File: src/hw/rtl/sap_pkg.sv
`timescale 1ns / 1ps
// ----------------------------------------------------------------------------
// sap_pkg
// Shared constants and helpers for the shelf atlas packer.
// ----------------------------------------------------------------------------
package sap_pkg;

    localparam int MIN_SIDE_DEF = 128;
    localparam int MAX_SIDE_DEF = 2048;

    localparam int GLYPH_W_W  = 11;
    localparam int LH_W       = 8;
    localparam int PAD_W      = 4;
    localparam int SIZE_W     = 12;
    localparam int ORIGIN_W   = 11;
    localparam int S_DATA_W   = 16;
    localparam int S_USER_W   = 3;
    localparam int M_DATA_W   = 40;
    localparam int APB_ADDR_W = 3;
    localparam int APB_DATA_W = 32;

    localparam logic [LH_W-1:0]  LINE_HEIGHT_RST = 8'd16;
    localparam logic [PAD_W-1:0] PADDING_RST     = 4'd2;

    // register select, taken from paddr[2]
    localparam logic REG_LINE_HEIGHT = 1'b0;
    localparam logic REG_PADDING     = 1'b1;

    localparam logic OP_MEASURE = 1'b0;
    localparam logic OP_PLACE   = 1'b1;

    // number of trial sides MIN_SIDE << i that do not exceed MAX_SIDE
    function automatic int trial_count(int lo, int hi);
        int n;
        n = 0;
        for (int i = 0; i < 16; i++)
        begin
            if ((lo << i) <= hi)
                n++;
        end
        return n;
    endfunction

    // origin width: holds every side and the widest glyph step after a wrap
    function automatic int pos_width(int hi);
        int lg;
        lg = $clog2(hi) + 1;
        return (lg > 12) ? lg : 12;
    endfunction

endpackage

File: src/hw/rtl/sap_shelf_step.sv
`timescale 1ns / 1ps
// ----------------------------------------------------------------------------
// sap_shelf_step
// One shelf step: wrap to a new shelf if the glyph reaches the right edge,
// give the glyph origin and the advanced column, flag a shelf past the edge.
// ----------------------------------------------------------------------------
module sap_shelf_step #(
    parameter int POS_W = 12
) (
    input  logic [POS_W-1:0]              col,
    input  logic [POS_W-1:0]              row,
    input  logic [sap_pkg::GLYPH_W_W-1:0] w,
    input  logic [sap_pkg::PAD_W-1:0]     pad,
    input  logic [sap_pkg::LH_W-1:0]      lh,
    input  logic [POS_W-1:0]              side,
    output logic [POS_W-1:0]              ox,
    output logic [POS_W-1:0]              oy,
    output logic [POS_W-1:0]              col_next,
    output logic                          over
);

    localparam int SW = POS_W + 1;

    logic [SW-1:0]    sum;
    logic [SW-1:0]    rsum;
    logic [SW-1:0]    csum;
    logic [SW-1:0]    osum;
    logic [POS_W-1:0] row_wrap;
    logic             wrap;

    assign sum  = {1'b0, col} + SW'(w) + SW'(pad);
    assign wrap = sum >= {1'b0, side};

    // saturate the shelf origin; any row past the largest side acts the same
    assign rsum     = {1'b0, row} + SW'(lh) + SW'(pad);
    assign row_wrap = rsum[POS_W] ? {POS_W{1'b1}} : rsum[POS_W-1:0];

    assign ox = wrap ? POS_W'(pad) : col;
    assign oy = wrap ? row_wrap : row;

    assign csum     = {1'b0, ox} + SW'(w) + SW'(pad);
    assign col_next = csum[POS_W-1:0];

    assign osum = {1'b0, oy} + SW'(pad);
    assign over = osum >= {1'b0, side};

endmodule

File: src/hw/rtl/shelf_atlas_packer.sv
`timescale 1ns / 1ps
// ----------------------------------------------------------------------------
// shelf_atlas_packer
// Pipeline: an accepted input beat sits in the input register, and its result
// beat in the result register. Throughput: one beat per cycle while m_tready
// holds; each register holds a beat, and all trial packers step side by side.
// Reset: line_height 16, padding 2, all trials fitting with origins at 2,
// no size chosen, place origins at 2; both stages empty.
// ----------------------------------------------------------------------------
module shelf_atlas_packer #(
    parameter int MIN_SIDE = sap_pkg::MIN_SIDE_DEF,
    parameter int MAX_SIDE = sap_pkg::MAX_SIDE_DEF
) (
    input  logic                           clk,
    input  logic                           rst_n,
    // APB configuration
    input  logic                           psel,
    input  logic                           penable,
    input  logic                           pwrite,
    input  logic [sap_pkg::APB_ADDR_W-1:0] paddr,
    input  logic [sap_pkg::APB_DATA_W-1:0] pwdata,
    output logic [sap_pkg::APB_DATA_W-1:0] prdata,
    output logic                           pready,
    // input stream
    input  logic                           s_tvalid,
    output logic                           s_tready,
    input  logic [sap_pkg::S_DATA_W-1:0]   s_tdata,   // glyph_width[10:0], zeros
    input  logic [sap_pkg::S_USER_W-1:0]   s_tuser,   // op[0], glyph_ok[1], first[2]
    input  logic                           s_tlast,   // last
    // result stream
    output logic                           m_tvalid,
    input  logic                           m_tready,
    output logic [sap_pkg::M_DATA_W-1:0]   m_tdata    // atlas_size[11:0], fits[12],
                                                      // origin_x[23:13],
                                                      // origin_y[34:24],
                                                      // placed[35], zeros
);

    localparam int NUM_TRIALS = sap_pkg::trial_count(MIN_SIDE, MAX_SIDE);
    localparam int POS_W      = sap_pkg::pos_width(MAX_SIDE);
    localparam int GW         = sap_pkg::GLYPH_W_W;
    localparam int OW         = sap_pkg::ORIGIN_W;

    // ---------------- configuration ----------------
    logic [sap_pkg::LH_W-1:0]  line_height_reg;
    logic [sap_pkg::PAD_W-1:0] padding_reg;
    logic                      cfg_write;

    assign pready    = 1'b1;
    assign cfg_write = psel && penable && pwrite && pready;

    always_ff @(posedge clk or negedge rst_n)
    begin
        if (!rst_n)
        begin
            line_height_reg <= sap_pkg::LINE_HEIGHT_RST;
            padding_reg     <= sap_pkg::PADDING_RST;
        end
        else if (cfg_write)
        begin
            case (paddr[2])
                sap_pkg::REG_LINE_HEIGHT: line_height_reg <= pwdata[sap_pkg::LH_W-1:0];
                sap_pkg::REG_PADDING:     padding_reg     <= pwdata[sap_pkg::PAD_W-1:0];
                default: ;
            endcase
        end
    end

    always_comb
    begin
        case (paddr[2])
            sap_pkg::REG_LINE_HEIGHT: prdata = sap_pkg::APB_DATA_W'(line_height_reg);
            sap_pkg::REG_PADDING:     prdata = sap_pkg::APB_DATA_W'(padding_reg);
            default:                  prdata = '0;
        endcase
    end

    // ---------------- pipeline control ----------------
    logic          in_valid_reg;
    logic          in_op_reg;
    logic [GW-1:0] in_w_reg;
    logic          in_ok_reg;
    logic          in_first_reg;
    logic          in_last_reg;
    logic          m_tvalid_reg;
    logic [sap_pkg::M_DATA_W-1:0] m_tdata_reg;
    logic          out_free;
    logic          proc;

    assign out_free = !m_tvalid_reg || m_tready;
    assign s_tready = !in_valid_reg || out_free;
    assign proc     = in_valid_reg && out_free;
    assign m_tvalid = m_tvalid_reg;
    assign m_tdata  = m_tdata_reg;

    always_ff @(posedge clk or negedge rst_n)
    begin
        if (!rst_n)
        begin
            in_valid_reg <= 1'b0;
            m_tvalid_reg <= 1'b0;
        end
        else
        begin
            if (s_tready)
                in_valid_reg <= s_tvalid;
            if (out_free)
                m_tvalid_reg <= in_valid_reg;
        end
    end

    always_ff @(posedge clk)
    begin
        if (s_tvalid && s_tready)
        begin
            in_op_reg    <= s_tuser[0];
            in_w_reg     <= s_tdata[GW-1:0];
            in_ok_reg    <= s_tuser[1];
            in_first_reg <= s_tuser[2];
            in_last_reg  <= s_tlast;
        end
    end

    // ---------------- measure: trial packers ----------------
    logic [POS_W-1:0]      pad_pos;
    logic [GW-1:0]         meas_w;
    logic [POS_W-1:0]      trial_col_reg  [NUM_TRIALS];
    logic [POS_W-1:0]      trial_row_reg  [NUM_TRIALS];
    logic [NUM_TRIALS-1:0] trial_fits_reg;
    logic [POS_W-1:0]      trial_col_next [NUM_TRIALS];
    logic [POS_W-1:0]      trial_row_next [NUM_TRIALS];
    logic [NUM_TRIALS-1:0] trial_fits_next;

    assign pad_pos = POS_W'(padding_reg);
    assign meas_w  = in_ok_reg ? in_w_reg : '0;

    for (genvar i = 0; i < NUM_TRIALS; i++)
    begin : g_trial
        localparam logic [POS_W-1:0] SIDE = POS_W'(MIN_SIDE << i);

        logic [POS_W-1:0] col_cur;
        logic [POS_W-1:0] row_cur;
        logic             fits_cur;
        logic [POS_W-1:0] step_row;
        logic [POS_W-1:0] step_col;
        logic             step_over;

        // a first beat restarts the trial before stepping
        assign col_cur  = in_first_reg ? pad_pos : trial_col_reg[i];
        assign row_cur  = in_first_reg ? pad_pos : trial_row_reg[i];
        assign fits_cur = in_first_reg || trial_fits_reg[i];

        sap_shelf_step #(
            .POS_W (POS_W)
        ) u_step (
            .col      (col_cur),
            .row      (row_cur),
            .w        (meas_w),
            .pad      (padding_reg),
            .lh       (line_height_reg),
            .side     (SIDE),
            .ox       (),
            .oy       (step_row),
            .col_next (step_col),
            .over     (step_over)
        );

        // a failed trial holds until the next first beat
        assign trial_col_next[i]  = fits_cur ? step_col : col_cur;
        assign trial_row_next[i]  = fits_cur ? step_row : row_cur;
        assign trial_fits_next[i] = fits_cur && !step_over;
    end

    always_ff @(posedge clk or negedge rst_n)
    begin
        if (!rst_n)
        begin
            for (int k = 0; k < NUM_TRIALS; k++)
            begin
                trial_col_reg[k] <= POS_W'(sap_pkg::PADDING_RST);
                trial_row_reg[k] <= POS_W'(sap_pkg::PADDING_RST);
            end
            trial_fits_reg <= '1;
        end
        else if (proc && in_op_reg == sap_pkg::OP_MEASURE)
        begin
            for (int k = 0; k < NUM_TRIALS; k++)
            begin
                trial_col_reg[k] <= trial_col_next[k];
                trial_row_reg[k] <= trial_row_next[k];
            end
            trial_fits_reg <= trial_fits_next;
        end
    end

    // smallest side still fitting
    logic [POS_W-1:0] meas_size;

    always_comb
    begin
        meas_size = '0;
        for (int k = NUM_TRIALS - 1; k >= 0; k--)
        begin
            if (trial_fits_next[k])
                meas_size = POS_W'(MIN_SIDE << k);
        end
    end

    // ---------------- place pass ----------------
    logic [POS_W-1:0] chosen_size_reg;
    logic [POS_W-1:0] chosen_size_next;
    logic [POS_W-1:0] place_col_reg;
    logic [POS_W-1:0] place_row_reg;
    logic [POS_W-1:0] place_col_next;
    logic [POS_W-1:0] place_row_next;
    logic [POS_W-1:0] pcol_cur;
    logic [POS_W-1:0] prow_cur;
    logic [POS_W-1:0] p_ox;
    logic [POS_W-1:0] p_oy;
    logic [POS_W-1:0] p_col;
    logic             p_over;
    logic             place_go;
    logic             placed;

    assign pcol_cur = in_first_reg ? pad_pos : place_col_reg;
    assign prow_cur = in_first_reg ? pad_pos : place_row_reg;
    assign place_go = in_ok_reg && (chosen_size_reg != '0);

    sap_shelf_step #(
        .POS_W (POS_W)
    ) u_place_step (
        .col      (pcol_cur),
        .row      (prow_cur),
        .w        (in_w_reg),
        .pad      (padding_reg),
        .lh       (line_height_reg),
        .side     (chosen_size_reg),
        .ox       (p_ox),
        .oy       (p_oy),
        .col_next (p_col),
        .over     (p_over)
    );

    // an overflowing shelf still advances the origins
    assign place_col_next   = place_go ? p_col : pcol_cur;
    assign place_row_next   = place_go ? p_oy : prow_cur;
    assign placed           = place_go && !p_over;
    assign chosen_size_next = in_last_reg ? meas_size : chosen_size_reg;

    always_ff @(posedge clk or negedge rst_n)
    begin
        if (!rst_n)
        begin
            chosen_size_reg <= '0;
            place_col_reg   <= POS_W'(sap_pkg::PADDING_RST);
            place_row_reg   <= POS_W'(sap_pkg::PADDING_RST);
        end
        else if (proc)
        begin
            if (in_op_reg == sap_pkg::OP_MEASURE)
                chosen_size_reg <= chosen_size_next;
            else
            begin
                place_col_reg <= place_col_next;
                place_row_reg <= place_row_next;
            end
        end
    end

    // ---------------- result beat ----------------
    logic [sap_pkg::SIZE_W-1:0] res_size;
    logic                       res_fits;
    logic [OW-1:0]              res_ox;
    logic [OW-1:0]              res_oy;
    logic                       res_placed;

    always_comb
    begin
        res_size   = '0;
        res_fits   = 1'b0;
        res_ox     = '0;
        res_oy     = '0;
        res_placed = 1'b0;
        case (in_op_reg)
            sap_pkg::OP_MEASURE:
            begin
                res_size = meas_size[sap_pkg::SIZE_W-1:0];
                res_fits = |trial_fits_next;
            end
            sap_pkg::OP_PLACE:
            begin
                res_size   = chosen_size_reg[sap_pkg::SIZE_W-1:0];
                res_fits   = chosen_size_reg != '0;
                res_placed = placed;
                if (placed)
                begin
                    // clamp wide origins to the port range
                    res_ox = (|p_ox[POS_W-1:OW]) ? {OW{1'b1}} : p_ox[OW-1:0];
                    res_oy = (|p_oy[POS_W-1:OW]) ? {OW{1'b1}} : p_oy[OW-1:0];
                end
            end
            default: ;
        endcase
    end

    always_ff @(posedge clk)
    begin
        if (proc)
            m_tdata_reg <= {4'b0, res_placed, res_oy, res_ox, res_fits, res_size};
    end

    // ---------------- assertions ----------------
    a_placed_fits: assert property (@(posedge clk) disable iff (!rst_n)
        m_tvalid_reg && m_tdata_reg[35] |-> m_tdata_reg[12])
        else $error("placed beat without a fitting size");

    a_unplaced_zero: assert property (@(posedge clk) disable iff (!rst_n)
        m_tvalid_reg && !m_tdata_reg[35] |-> m_tdata_reg[34:13] == '0)
        else $error("origins set on a beat that was not placed");

    a_chosen_latch: assert property (@(posedge clk) disable iff (!rst_n)
        proc && in_op_reg == sap_pkg::OP_MEASURE && in_last_reg
        |=> chosen_size_reg[sap_pkg::SIZE_W-1:0] == m_tdata_reg[11:0])
        else $error("chosen size differs from reported measure size");

    a_trial_no_revive: assert property (@(posedge clk) disable iff (!rst_n)
        proc && in_op_reg == sap_pkg::OP_MEASURE && !in_first_reg
        |=> (trial_fits_reg & ~$past(trial_fits_reg)) == '0)
        else $error("failed trial revived without a first beat");

endmodule
File: config.mk
export PLATFORM = sky130hd
export DESIGN_NAME = shelf_atlas_packer
export DESIGN_NICKNAME = d
export VERILOG_FILES = /design/src/hw/rtl/sap_pkg.sv /design/src/hw/rtl/sap_shelf_step.sv /design/src/hw/rtl/shelf_atlas_packer.sv
export SDC_FILE = /design/constraint.sdc
export NUM_CORES = 1
export LEC_CHECK = 0
export ABC_CLOCK_PERIOD_IN_PS = 19400
export BUFFER_PORTS_ARGS = -buffer_cell sky130_fd_sc_hd__buf_2
export CAP_MARGIN = 20
export CORE_AREA = 2 2 278 280
export CTS_CLUSTER_SIZE = 28
export DETAILED_ROUTE_END_ITERATION = 6
export DIE_AREA = 0 0 280 282
export PLACE_DENSITY = 0.51
export SLEW_MARGIN = 0
export SYNTH_ARGS = -nofsm -noshare
export SYNTH_HDL_FRONTEND = slang
export SYNTH_SLANG_ARGS = --single-unit
File: constraint.sdc
create_clock -name clk -period 19.4 [get_ports clk]
set_input_delay 1.94 -clock clk [delete_from_list [all_inputs] [get_ports clk]]
set_output_delay 1.94 -clock clk [all_outputs]
set_load 0.05 [all_outputs]
==> results of run 1 <==
[cell type report]
class / count / area (um^2)
fillers: 7918 / 50600
diodes: 1 / 2.50
repair buffers: 125 / 785
clock inverters: 14 / 149
well taps: 978 / 1220
multi-input cells: 2073 / 15700
flip-flops and latches: 212 / 5550
clock buffers: 40 / 817
inverters: 232 / 871
[routing by layer]
metal  track usage, %  part of all wire [%]
met1             22.3                    49
met2             26.4                    46
met3             1.47                   2.8
met4             3.11                   2.0
met5                0                     0
[per-stage QoR]
step	power, uW	util [%]	setup slack, ns	cell area [um^2]	cells
after CTS	3560	33.2	9.39	25100	3673
after global routing	3920	33.2	8.43	25100	3674
final	3540	33.2	9.41	25100	3675
after detailed placement	2980	31.9	9.47	24100	3619
after floorplan	2450	-	10.83	22700	2634
after global placement	2980	31.9	9.51	24100	3619
[cell usage after synthesis (25+ instances only)]
library cell | n | area share, %
a211oi_1 | 25 | 0.83
a21o_1 | 37 | 1.2
a21oi_1 | 131 | 2.9
and2_1 | 41 | 1.1
and3_1 | 27 | 0.75
buf_4 | 39 | 1.3
clkbuf_1 | 69 | 1.1
dfrtp_1 | 149 | 16
edfxtp_1 | 44 | 5.8
fa_1 | 96 | 8.5
ha_1 | 316 | 17
inv_1 | 232 | 3.9
mux2i_1 | 36 | 1.6
nand2_1 | 276 | 4.6
nand2b_1 | 28 | 0.77
nor2_1 | 152 | 2.5
nor2b_1 | 124 | 3.4
nor3_1 | 35 | 0.77
o21a_1 | 27 | 0.90
o21ai_0 | 266 | 5.9
xnor2_1 | 56 | 2.2
[how the worst min path moves through the flow]
stage	start	to	slack (ns)	depth (start not counted)
after floorplan	trial_row_reg[8]	trial_row_reg[8]	0.43	2
after global placement	place_col_reg[5]	place_col_reg[5]	0.46	2
after detailed placement	trial_row_reg[8]	trial_row_reg[8]	0.45	2
after CTS	trial_row_reg[8]	trial_row_reg[8]	0.47	2
after global routing	trial_row_reg[8]	trial_row_reg[8]	0.49	2
final	trial_row_reg[8]	trial_row_reg[8]	0.46	2
[kinds of logic after synthesis]
logic type	count (synthesis)
compound gates	695
xor+xnor	80
fa+ha+maj	413
buf+inv	349
flops	212
mux	59
other cells	2
simple gates	790
[power by group through the flow]
stage / sequential, uW / clock, uW / combinational (uW)
5_1_grt: 720 / 582 / 2620
4_1_cts: 700 / 568 / 2290
3_3_place_gp: 707 / 0 / 2270
6_report: 701 / 553 / 2280
3_5_place_dp: 706 / 0 / 2280
2_1_floorplan: 736 / 0 / 1710
[worst reg2reg max path, delay by kind of cell (launching register included)]
| family | cells | cell delay [ns] |
|---|---|---|
| AO/OA/AOI/OAI | 17 | 3.37 |
| XOR/XNOR | 2 | 0.21 |
| adder cells (fa/ha/maj) | 6 | 1.70 |
| buffers and inverters | 7 | 1.64 |
| flip-flops | 1 | 0.94 |
| AND/OR/NAND/NOR | 8 | 1.85 |
==> flow_summary.ini, run 1 <==
[clock_network]
clock_sinks = 212
cts_hold_buffers = 0
clk-insertion-delay-late_ns = 0.59
cts_setup_buffers = 0
cts.reportedPaths.clkPinSlew_ns = 0.06
cts_resized = 0
numCtsBuffers = 29
cts.htree.levels = 1
clock_path_buffers = 3
cts_tree = yes
cts_root_buf = clkbuf_16

[floorplanning]
initial_core_util_pct = 29.9
core_um2 = 75700
die_x_um = 280
pin_count = 137
die-area_um2 = 79000
rows = 101
dieHeight_um = 282

[timing]
rsz0062_at_grt = no
final-setup-viol-count = 0
tightest_slew_ns = 0.916
hold_violations = 0
maxSlewViolCount = 0
min_period_ns = 9.99
fmax_mhz = 100
clock_skew_ns = 0.0213
maxSlewHeadroom_pct = 38.7
period_share_pct = 51.5
timing.hold.ws_ns = 0.461
setup_tns_ns = 0

[detailed_routing]
num_vias = 18400
drtPass1Iterations = 5
ant_nets = 0
drt_iter0_drc = 893
routedWlPerCell_um = 16.9
drc = 0
drt_wl_total_mm = 62.0
via_per_inst = 5.01

[worst_hold_path]
hp-class = flop to flop

[critical_path]
cp-end-kind = flop
r2r-end = m_tdata[29]
crit_required_ns = 19.73
critPathCapture = m_tdata[29]
cp.depth = 40
crit_start = in_first_reg
reg2reg_slack_ns = 9.41
cp_max_fo = 142
crit_buf_inv = 7
cpMaxStageDelayCell = edfxtp_1
critPathKind = flop to flop
path_delay_family = compound AO/OA/AOI/OAI gates
startpoint_type = flop
critPathMaxStageDelay_ns = 0.94
arrival_ns = 10.31
r2r_start = in_first_reg
reg2reg_depth = 40

[synthesis]
yosysWarnings = 0
yosysSeqAreaShare_pct = 24.5
synth_edf_count = 44
synthMuxAreaShare_pct = 2.74
post_synth_num_cell_types = 96
synth-compound-area-share_pct = 19.7
avgSynthCellArea_um2 = 8.70
postSynthCellCount = 2600
synth_top_family_by_area = adder cells
syn_area_um2 = 22600
synthXorXnorAreaFrac_pct = 3.10
synthFlopType = dfrtp_1
ys_ff_latch = 212
yosys.area_share.simple_pct = 17.3
synthArstFlopShare_pct = 79.2
synth_fa_ha_area_share_pct = 26.0

[cells_and_area]
area_delta_synth_final_pct = 11.0
mostFrequentLayoutCells = 316 x ha_1, 276 x nand2_1, 262 x o21ai_0, 231 x inv_1, 152 x nor2_1
final_common_cell = ha_1
layout.nets = 3147
drive_gt1_share_pct = 9.01

[power_and_ir_drop]
pwr-share-comb_pct = 64.6
switchingPower_uw = 1690
ir_drop_mv = 0.0851
powerDensity_nw_per_um2 = 141
swShare_pct = 47.8
p_clk_share_pct = 15.6
intPower_uw = 1850
pwr-share-seq_pct = 19.8
leakage_uw = 0.0119

[global_route]
grt_pass1_wl_mm = 100
grt_max_degree = 143
grt_pass1_vias = 18200
track_usage_pct = 15.8
antenna_found_initial = 0
grt_overflow_total = 0

[place]
dp_hpwl_mm = 45.3
port_buffers = 69
gp_congestion = 0.818

[job]
cap_violations = 0

[outcome]
status = completed
Power figures use the tool's default switching activity.
==> run 2: changes to the inputs <==
--- a/config.mk
+++ b/config.mk
@@ -5,14 +5,14 @@
 export SDC_FILE = /design/constraint.sdc
 export NUM_CORES = 1
 export LEC_CHECK = 0
-export ABC_CLOCK_PERIOD_IN_PS = 19400
+export ABC_CLOCK_PERIOD_IN_PS = 8300
 export BUFFER_PORTS_ARGS = -buffer_cell sky130_fd_sc_hd__buf_2
 export CAP_MARGIN = 20
 export CORE_AREA = 2 2 278 280
 export CTS_CLUSTER_SIZE = 28
 export DETAILED_ROUTE_END_ITERATION = 6
 export DIE_AREA = 0 0 280 282
-export PLACE_DENSITY = 0.51
+export PLACE_DENSITY = 0.52
 export SLEW_MARGIN = 0
 export SYNTH_ARGS = -nofsm -noshare
 export SYNTH_HDL_FRONTEND = slang
==> constraint.sdc (replaced) <==
create_clock -name clk -period 8.3 [get_ports clk]
set_input_delay 0.83 -clock clk [delete_from_list [all_inputs] [get_ports clk]]
set_output_delay 0.83 -clock clk [all_outputs]
set_load 0.05 [all_outputs]
==> flow_summary.ini, run 2 (synthesis results as in run 1) <==
[floorplanning]
dieHeight_um = 282
core_um2 = 75700
rows = 101
die-area_um2 = 79000
die_x_um = 280
pin_count = 137
initial_core_util_pct = 29.9

[place]
dp_slack_ns = 0.166
gp_congestion = 0.813
dp_hpwl_mm = 46.4
port_buffers = 69

[timing]
maxSlewViolCount = 0
setup_ws_ns = 0.434
period_share_pct = 94.8
hold_violations = 0
fmax_mhz = 127
maxSlewHeadroom_pct = 41.7
final-setup-viol-count = 0
min_period_ns = 7.87
tightest_slew_ns = 0.872
clock_skew_ns = 0.0163

[clock_network]
cts.htree.levels = 1
clock_sinks = 212
cts_tree = yes
clk-insertion-delay-late_ns = 0.59
clock_path_buffers = 3
cts_root_buf = clkbuf_16
cts.reportedPaths.clkPinSlew_ns = 0.06
numCtsBuffers = 29
cts_hold_buffers = 0

[cells_and_area]
mostFrequentLayoutCells = 315 x ha_1, 276 x nand2_1, 256 x o21ai_0, 230 x inv_1, 151 x nor2_1
layout.nets = 3176
area_delta_synth_final_pct = 12.3
final_common_cell = ha_1
drive_gt1_share_pct = 10.6
diodes = 0

[critical_path]
crit_start = in_first_reg
reg2reg_slack_ns = 0.43
cp-end-kind = flop
crit_required_ns = 8.62
r2r-end = m_tdata[28]
critPathCapture = m_tdata[28]
reg2reg_depth = 39
critPathMaxStageDelay_ns = 0.57
cp_max_fo = 11
startpoint_type = flop
arrival_ns = 8.18
r2r_start = in_first_reg
critPathKind = flop to flop
cpMaxStageDelayCell = or4_4

[power_and_ir_drop]
intPower_uw = 4490
p_clk_share_pct = 15.2
pwr-share-comb_pct = 65.6
leakage_uw = 0.0120
total_power_uw = 8530
switchingPower_uw = 4040
swShare_pct = 47.3
ir_drop_mv = 0.171
powerDensity_nw_per_um2 = 336
pwr-share-seq_pct = 19.2

[detailed_routing]
drc = 0
drt_iter0_drc = 1032
drtPass1Iterations = 5
via_per_inst = 5.05
routedWlPerCell_um = 17.0
ant_nets = 0
drt_wl_total_mm = 63.0
num_vias = 18700

[global_route]
antenna_found_initial = 2
grt_max_degree = 77
track_usage_pct = 15.9
grt_pass1_wl_mm = 101
grt_pass1_vias = 18400
globalRouteMet1Util_pct = 22.8
grt_overflow_total = 0
use_met3_pct = 1.62
grt.met2_usage_pct = 26.0
busiest_layer = met2

[worst_hold_path]
hp-class = input pin to async pin

[outcome]
status = completed

[job]
cap_violations = 0
==> run 2: layout make-up <==
class	instances	area [um^2]
Inverter	232	875
Timing Repair Buffer	153	1020
Clock buffer	34	774
Multi-Input combinational cell	2074	15800
Sequential cell	212	5550
Fill cell	7862	50300
Clock inverter	20	189
Tap cell	978	1220
==> run 2: how the worst min path moves through the flow <==
stage | start | to | cells after the start
global placement | trial_row_reg[8] | trial_row_reg[8] | 2
global route | rst_n | trial_col_reg[31] | 1
finish | rst_n | trial_col_reg[28] | 1
detailed placement | trial_row_reg[8] | trial_row_reg[8] | 2
CTS | rst_n | trial_col_reg[31] | 1
floorplan | trial_row_reg[8] | trial_row_reg[8] | 2
==> run 2: per-stage QoR <==
| stage | area [um^2] | hold slack, ns | util (%) | TNS (ns) | std cells |
|---|---|---|---|---|---|
| finish | 25400 | 0.298 | 33.5 | 0 | 3703 |
| global route | 25400 | 0.347 | 33.5 | -0.997 | 3703 |
| CTS | 25300 | 0.311 | 33.4 | 0 | 3695 |
| detailed placement | 24300 | 0.455 | 32.1 | 0 | 3641 |
| global placement | 24300 | 0.445 | 32.1 | 0 | 3641 |
| floorplan | 22700 | 0.431 | - | 0 | 2634 |
==> run 2: timing repair <==
action | CTS | global route
endpoints found under the setup margin | 0 | 26
buffers inserted | 0 | 6
gates resized for setup | 0 | 24
==> run 2: worst max-delay path: cells and delay by family, from the launching register on <==
family	cells	cell delay, ns
xor gates and xnor gates	2	0.28
adders and majority gates	6	2.00
AOI/OAI and AO/OA	15	2.20
DFF	1	0.52
buffers and inverters	6	0.69
and+or+nand+nor	10	1.90
==> run 2: routing by layer <==
layer	up-vias	part of all wire (%)
li1	9339	-
met1	8938	49
met2	331	45
met3	74	3.5
met4	0	2.3
met5	-	0
==> run 2: power groups by stage <==
| stage | registers [uW] | logic [uW] | clock network (uW) |
|---|---|---|---|
| after floorplan | 1720 | 4000 | 0 |
| after global placement | 1650 | 5480 | 0 |
| after detailed placement | 1650 | 5490 | 0 |
| after CTS | 1640 | 5540 | 1340 |
| after global routing | 1680 | 6390 | 1370 |
| final | 1640 | 5590 | 1300 |
